**src/rtl/core/vdcw_pkg.sv**
```systemverilog
// Shared types and constants for the vector DMA command walker.
`timescale 1ns / 1ps
`default_nettype none

package vdcw_pkg;

    // Word field layout
    localparam int WORD_W = 32;
    localparam int CMD_W  = 7;
    localparam int NUM_W  = 8;
    localparam int IMM_W  = 16;
    localparam int LEN_W  = 18;
    localparam int IDX_W  = 5;
    localparam int KIND_W = 2;

    // Result kinds
    localparam logic [KIND_W-1:0] KIND_COMMAND = 2'd0;
    localparam logic [KIND_W-1:0] KIND_PAYLOAD = 2'd1;
    localparam logic [KIND_W-1:0] KIND_IGNORED = 2'd2;

    // Command codes (word[30:24])
    localparam logic [CMD_W-1:0] CMD_MASK   = 7'h20;
    localparam logic [CMD_W-1:0] CMD_ROW    = 7'h30;
    localparam logic [CMD_W-1:0] CMD_COL    = 7'h31;
    localparam logic [CMD_W-1:0] CMD_MPG    = 7'h4A;
    localparam logic [CMD_W-1:0] CMD_DIRECT = 7'h50;

    // Unpack decode: unpack class bits and format mask
    localparam logic [CMD_W-1:0] UNPACK_CLASS = 7'h60;
    localparam logic [CMD_W-1:0] UNPACK_MASK  = 7'h6F;
    localparam logic [CMD_W-1:0] UNPACK_V3_32 = 7'h68;
    localparam logic [CMD_W-1:0] UNPACK_V3_16 = 7'h69;
    localparam logic [CMD_W-1:0] UNPACK_V3_8  = 7'h6A;
    localparam logic [CMD_W-1:0] UNPACK_V4_32 = 7'h6C;

    // Decoded fields of one command word
    typedef struct packed {
        logic [CMD_W-1:0] cmd;
        logic [NUM_W-1:0] num;
        logic [IMM_W-1:0] imm;
    } cmd_fields_t;

endpackage

`default_nettype wire

```
**src/rtl/core/vdcw_len_decode.sv**
```systemverilog
// Payload length decoder for one command word.
`timescale 1ns / 1ps
`default_nettype none

module vdcw_len_decode (
    input  wire vdcw_pkg::cmd_fields_t       fields,
    output logic [vdcw_pkg::LEN_W-1:0]       payload_len
);
    import vdcw_pkg::*;

    logic [CMD_W-1:0] unpack_code;
    logic [9:0]       num_x3;
    logic [10:0]      v3_16_sum;
    logic [10:0]      v3_8_sum;

    // 3*num and the rounded unpack sums
    assign unpack_code = fields.cmd & UNPACK_MASK;
    assign num_x3      = {1'b0, fields.num, 1'b0} + {2'b00, fields.num};
    assign v3_16_sum   = {1'b0, num_x3} + {10'd0, fields.num[0]};
    assign v3_8_sum    = {1'b0, num_x3} + 11'd3;

    // Length table
    always_comb begin
        case (fields.cmd)
            CMD_MASK:   payload_len = LEN_W'(1);
            CMD_ROW,
            CMD_COL:    payload_len = LEN_W'(4);
            CMD_MPG:    payload_len = LEN_W'({fields.num, 1'b0});
            CMD_DIRECT: payload_len = {fields.imm, 2'b00};
            default: begin
                if ((fields.cmd & UNPACK_CLASS) == '0) begin
                    payload_len = '0;
                end else begin
                    case (unpack_code)
                        UNPACK_V3_32: payload_len = LEN_W'(num_x3);
                        UNPACK_V3_16: payload_len = LEN_W'(v3_16_sum[10:1]);
                        UNPACK_V3_8:  payload_len = LEN_W'(v3_8_sum[10:2]);
                        UNPACK_V4_32: payload_len = LEN_W'({fields.num, 2'b00});
                        default:      payload_len = '0;
                    endcase
                end
            end
        endcase
    end

endmodule

`default_nettype wire

```
**src/rtl/core/vector_dma_command_walker.sv**
```systemverilog
// Top level of the vector DMA command walker: classifies packet words.
//
// Usage: packet words enter on the s_ channel, one 32-bit word per request,
// with s_tuser high on the first command word of a new packet. Each word
// yields exactly one result request on the m_ channel: its kind (command,
// payload or ignored) in m_tuser, and in m_tdata the latest command code,
// the payload words still expected and the command count of the walk.
// A walk ends after CODES_PER_WALK command words and their payloads; later
// words are reported as ignored until the next start.
// Path: from input request to result through the input register, then the
// result register. Throughput: one word per cycle while m_tready is high,
// set by the single decode-and-update step between the two registers, which also updates
// the walk counters.
// Reset: both stages empty, the walk open with no payload pending, count
// and latest command zero. Words seen before any start are walked as if a
// start had just been given.
// Stall: when m_tready is low the result register holds; the input
// register still takes one more word, then s_tready drops.
`timescale 1ns / 1ps
`default_nettype none

module vector_dma_command_walker #(
    parameter int CODES_PER_WALK = 16
) (
    input  wire         aclk,
    input  wire         aresetn,
    // s_tdata: [31:0] word
    input  wire         s_tvalid,
    output logic        s_tready,
    input  wire  [31:0] s_tdata,
    // s_tuser: [0] start_req
    input  wire  [0:0]  s_tuser,
    // m_tdata: [6:0] command, [24:7] payload_left, [29:25] code_index, [31:30] zero
    output logic        m_tvalid,
    input  wire         m_tready,
    output logic [31:0] m_tdata,
    // m_tuser: [1:0] kind
    output logic [1:0]  m_tuser
);
    import vdcw_pkg::*;

    localparam int CNT_MIN = $clog2(CODES_PER_WALK + 1);
    localparam int CNT_W   = (CNT_MIN > IDX_W) ? CNT_MIN : IDX_W;
    localparam logic [CNT_W-1:0] CODES_LIMIT = CNT_W'(CODES_PER_WALK);

    // Input stage
    logic              in_valid_reg;
    logic [WORD_W-1:0] in_word_reg;
    logic              in_start_reg;

    // Walk state
    logic [LEN_W-1:0]  rem_reg,  rem_next;
    logic [CNT_W-1:0]  cnt_reg,  cnt_next;
    logic [CMD_W-1:0]  last_reg, last_next;

    // Result stage
    logic              out_valid_reg;
    logic [KIND_W-1:0] kind_reg, kind_next;
    logic [CMD_W-1:0]  cmd_out_reg;
    logic [LEN_W-1:0]  left_reg;
    logic [IDX_W-1:0]  idx_reg;

    logic              out_ready;
    logic              out_load;
    logic              in_load;
    logic [LEN_W-1:0]  eff_rem;
    logic [CNT_W-1:0]  eff_cnt;
    logic [LEN_W-1:0]  payload_len;
    cmd_fields_t       fields;

    // Handshake
    assign out_ready = !out_valid_reg || m_tready;
    assign out_load  = in_valid_reg && out_ready;
    assign s_tready  = !in_valid_reg || out_ready;
    assign in_load   = s_tvalid && s_tready;

    // Field split and length decode
    assign fields.cmd = in_word_reg[30:24];
    assign fields.num = in_word_reg[23:16];
    assign fields.imm = in_word_reg[15:0];

    vdcw_len_decode u_len_decode (
        .fields      (fields),
        .payload_len (payload_len)
    );

    // Walk step
    assign eff_rem = in_start_reg ? '0 : rem_reg;
    assign eff_cnt = in_start_reg ? '0 : cnt_reg;

    always_comb begin
        rem_next  = eff_rem;
        cnt_next  = eff_cnt;
        last_next = last_reg;
        if (eff_rem != '0) begin
            kind_next = KIND_PAYLOAD;
            rem_next  = eff_rem - LEN_W'(1);
        end else if (eff_cnt >= CODES_LIMIT) begin
            kind_next = KIND_IGNORED;
        end else begin
            kind_next = KIND_COMMAND;
            last_next = fields.cmd;
            rem_next  = payload_len;
            cnt_next  = eff_cnt + CNT_W'(1);
        end
    end

    // Control registers
    always_ff @(posedge aclk) begin
        if (!aresetn) begin
            in_valid_reg  <= 1'b0;
            out_valid_reg <= 1'b0;
            rem_reg       <= '0;
            cnt_reg       <= '0;
            last_reg      <= '0;
        end else begin
            if (in_load) begin
                in_valid_reg <= 1'b1;
            end else if (out_load) begin
                in_valid_reg <= 1'b0;
            end
            if (out_load) begin
                out_valid_reg <= 1'b1;
                rem_reg       <= rem_next;
                cnt_reg       <= cnt_next;
                last_reg      <= last_next;
            end else if (m_tready) begin
                out_valid_reg <= 1'b0;
            end
        end
    end

    // Payload registers
    always_ff @(posedge aclk) begin
        if (in_load) begin
            in_word_reg  <= s_tdata;
            in_start_reg <= s_tuser[0];
        end
        if (out_load) begin
            kind_reg    <= kind_next;
            cmd_out_reg <= last_next;
            left_reg    <= rem_next;
            idx_reg     <= cnt_next[IDX_W-1:0];
        end
    end

    assign m_tvalid = out_valid_reg;
    assign m_tuser  = kind_reg;
    assign m_tdata  = {2'b00, idx_reg, left_reg, cmd_out_reg};

    // Checks
    a_ignored_no_left: assert property (@(posedge aclk) disable iff (!aresetn)
        (m_tvalid && m_tuser == KIND_IGNORED) |-> (m_tdata[24:7] == '0))
        else $error("ignored word reports pending payload");

    a_payload_countdown: assert property (@(posedge aclk) disable iff (!aresetn)
        (out_load && kind_next == KIND_PAYLOAD) |=>
            (left_reg == $past(rem_reg) - LEN_W'(1)))
        else $error("payload count did not step down by one");

    a_count_bounded: assert property (@(posedge aclk) disable iff (!aresetn)
        cnt_reg <= CODES_LIMIT)
        else $error("command count passed the walk limit");

    a_start_is_command: assert property (@(posedge aclk) disable iff (!aresetn)
        (out_load && in_start_reg) |-> (kind_next == KIND_COMMAND))
        else $error("start word not taken as a command");

endmodule

`default_nettype wire
```
**config.mk**
```make
export PLATFORM = sky130hd
export DESIGN_NAME = vector_dma_command_walker
export DESIGN_NICKNAME = d
export VERILOG_FILES = /design/src/rtl/core/vdcw_pkg.sv /design/src/rtl/core/vdcw_len_decode.sv /design/src/rtl/core/vector_dma_command_walker.sv
export SDC_FILE = /design/constraint.sdc
export NUM_CORES = 1
export LEC_CHECK = 0
export BUFFER_PORTS_ARGS = -buffer_cell sky130_fd_sc_hd__buf_2
export CAP_MARGIN = 20
export CORE_UTILIZATION = 55
export DETAILED_ROUTE_END_ITERATION = 16
export GPL_TIMING_DRIVEN = 0
export HOLD_SLACK_MARGIN = 0.15
export PLACE_DENSITY = 0.79
export SETUP_SLACK_MARGIN = 0.5
export SLEW_MARGIN = 20
export SYNTH_ARGS = -nofsm -noshare
export SYNTH_HDL_FRONTEND = slang
export SYNTH_HIERARCHICAL = 1
export SYNTH_SLANG_ARGS = --single-unit
```
**constraint.sdc**
```tcl
create_clock -name aclk -period 4.2 [get_ports aclk]
set_input_delay 0.84 -clock aclk [delete_from_list [all_inputs] [get_ports aclk]]
set_output_delay 0.84 -clock aclk [all_outputs]
set_load 0.01 [all_outputs]
```
==> flow_summary.ini <==
[synth]
ys_seq_area_share_pct = 47.5
synth.top_cell.area_share_pct = 35.6
synth_cells = 535
synth_commonest_cells = edfxtp_1, nand2_1, nor2_1
yosysWarnings = 6
ys_types = 78
ys_ff_latch = 96
yosys.area.top_type = edfxtp_1
syn_area_sq_um = 5400
synth_edf_count = 64
syn_avg_cell_area_sq_um = 10.1
synthArstFlopShare_pct = 0
synth_top_flop_cell = edfxtp_1
synth.area.top_cells = edfxtp_1, dfxtp_1, nand2_1
synth.most_common_cell = edfxtp_1

[sta]
drv_slew = 0
worst_hold_slack_ps = 471
max_freq_mhz = 290
max_slew_margin_pct = 35.2
rsz0062_at_grt = no
worst_slack_ps = 755
post-route-min-period_ps = 3440
fin_crit_sh_pct = 82.0
tightest_slew_ps = 964
setup-violations-final = 0
hold_viol_final = 0
setup_tns_ps = 0
fin_skew_ps = 9.52

[routing]
wl_per_cell_microns = 17.6
vias = 4571
via_per_inst = 6.08
dr_wl_met3_microns = 898
routed.top_layer = met4
wl_met1_microns = 6110
met2_length_microns = 5890
drc = 0
drt_iter0_markers = 345
ant_nets = 0
dr.pass1.iters = 5
finalWirelength_microns = 13200

[layout]
instances_no_fill = 752
nNetsFinal = 670
drive_gt1_share_pct = 22.5
final_util_pct = 65.6
area_growth_pct = 14.0
antenna_cells = 0
largest_reg_flops = 31

[global_route]
grt_pass1_wl_microns = 21400
grt_max_degree = 33
grt_usage_pct = 27.7
grt_overflow = 0
grt_antenna_before_repair = 0
grt_pass1_vias = 4222

[place]
gp_congestion = 0.939
dp_slack_ps = 598
dpl.cell_count = 735
port_buffers = 69
hpwl_microns = 9510

[power_and_ir_drop]
p_leak_nw = 2.30
powerDensity_nw_per_um2 = 386
peakVddDrop_mv = 0.263

[worst_setup_path]
slowest_delay_ps = 690
worst-setup-path-type = reg -> reg
cp_slowest_cell = nor3_2
crit_top_cell = clkbuf_2
path_cells = inv_1 > clkbuf_2 > clkbuf_2 > nand2_1 > ha_1 > o21ai_1 > nor3_2 > buf_2 > mux2_2
crit_path_end_kind = flip-flop
crit_fanout = 10
cp_data_required_time_ps = 4310
cp.arrival_ps = 3550
critPathLaunchType = flip-flop
critical_path.top_delay_family = buffers and inverters
path_buf_inv = 4

[clock_tree]
clock_sinks = 96
clkLatencyLatePin_ps = 360
clockRootBuffer = clkbuf_8
cts_hold_buf = 0
cts_tree = built
numCtsBuffers = 9
clk_path_buf_depth = 2
clk_pin_slew_ps = 90
htree_levels = 3

[worst_hold_path]
hp-class = reg -> reg

[floorplan]
core_region_area_sq_um = 9370
dieHeight_microns = 101
pin_count = 73
rows = 35
initial_core_util_pct = 57.6
fp.dieW_microns = 101
die_area_sq_um = 10200

[outcome]
outcome = complete, no violations

[job]
cap_violations = 0
worst paths after layout:
path / startpoint / to / slack [ps] / cells after the start
setup / recovery: in_start_reg / cmd_out_reg[1] / 760 / 9
hold / removal: last_reg[4] / last_reg[4] / 470 / 2
setup reg to reg: in_start_reg / cmd_out_reg[1] / 760 / 9
hold reg to reg: last_reg[4] / last_reg[4] / 470 / 2
metrics by stage:
step                      total power [mW]  instance area (sq um)
after floorplan                       1.61                   5400
after global placement                1.76                   5910
after detailed placement              1.78                   5940
after CTS                             2.37                   6130
after global routing                  2.49                   6150
final                                 2.38                   6150
power breakdown:
part / internal (mW) / switching, mW / leakage, nW
registers: 1.10 / 0.0534 / 0.878
clock network: 0.276 / 0.320 / 0.0895
logic: 0.242 / 0.386 / 1.33
total: 1.62 / 0.760 / 2.30
layout make-up:
cell class              instances  area (sq um)
flip-flops and latches         96          2560
repair buffers                 71           380
plain buffers                  27           124
multi-input cells             399          2680
clock buffers                  11           131
inverters                      14          52.6
clock inverters                 5          58.8
well taps                     129           161
fillers                       794          3220
worst register-to-register path: cells and delay by family (launching register included):
family	cells	cell delay [ps]
buffers and inverters	4	1030
and+or+nand+nor	2	840
DFF	1	500
AOI/OAI and AO/OA	1	210
adders and majority gates	1	230
muxes	1	390
metal layers:
| layer | GRT usage [%] | up-vias |
|---|---|---|
| met5 | 0 | - |
| met1 | 39.3 | 2164 |
| met4 | 10.7 | 0 |
| met3 | 4.58 | 27 |
| li1 | - | 2160 |
| met2 | 42.3 | 220 |
what timing repair did:
item / CTS / global route
setup buffers: 0 / 1
gates resized for setup: 0 / 5
setup endpoints to repair: 0 / 29
cells by family after synthesis:
group	share of synthesized area [%]
AO/OA/AOI/OAI	19.1
buffers and inverters	3.20
adder cells (fa/ha/maj)	3.62
flip-flops	47.5
multiplexers	2.83
XOR/XNOR	4.68
other	0.0695
AND/OR/NAND/NOR	19.0
placed cells by master (no fill, tap or decap), drive strengths merged, types with 3 or more instances in the layout:
cell type,count
a21oi,38
o31ai,5
a222oi,5
a22oi,4
mux2i,4
nor4,8
nor3b,4
dfxtp,32
nor2b,8
a31oi,8
a21boi,11
inv,14
a31o,6
nand2,52
mux2,10
nand3,19
edfxtp,64
a32oi,3
xor2,8
clkbuf,29
o21a,5
o221ai,4
o21ai,32
a211oi,5
and2,11
or4,3
o211ai,4
or3,5
buf,80
ha,14
and3,6
nor2,43
nor3,17
xnor2,20
nand2b,4
Note: power is estimated with default switching activity, not from simulation.
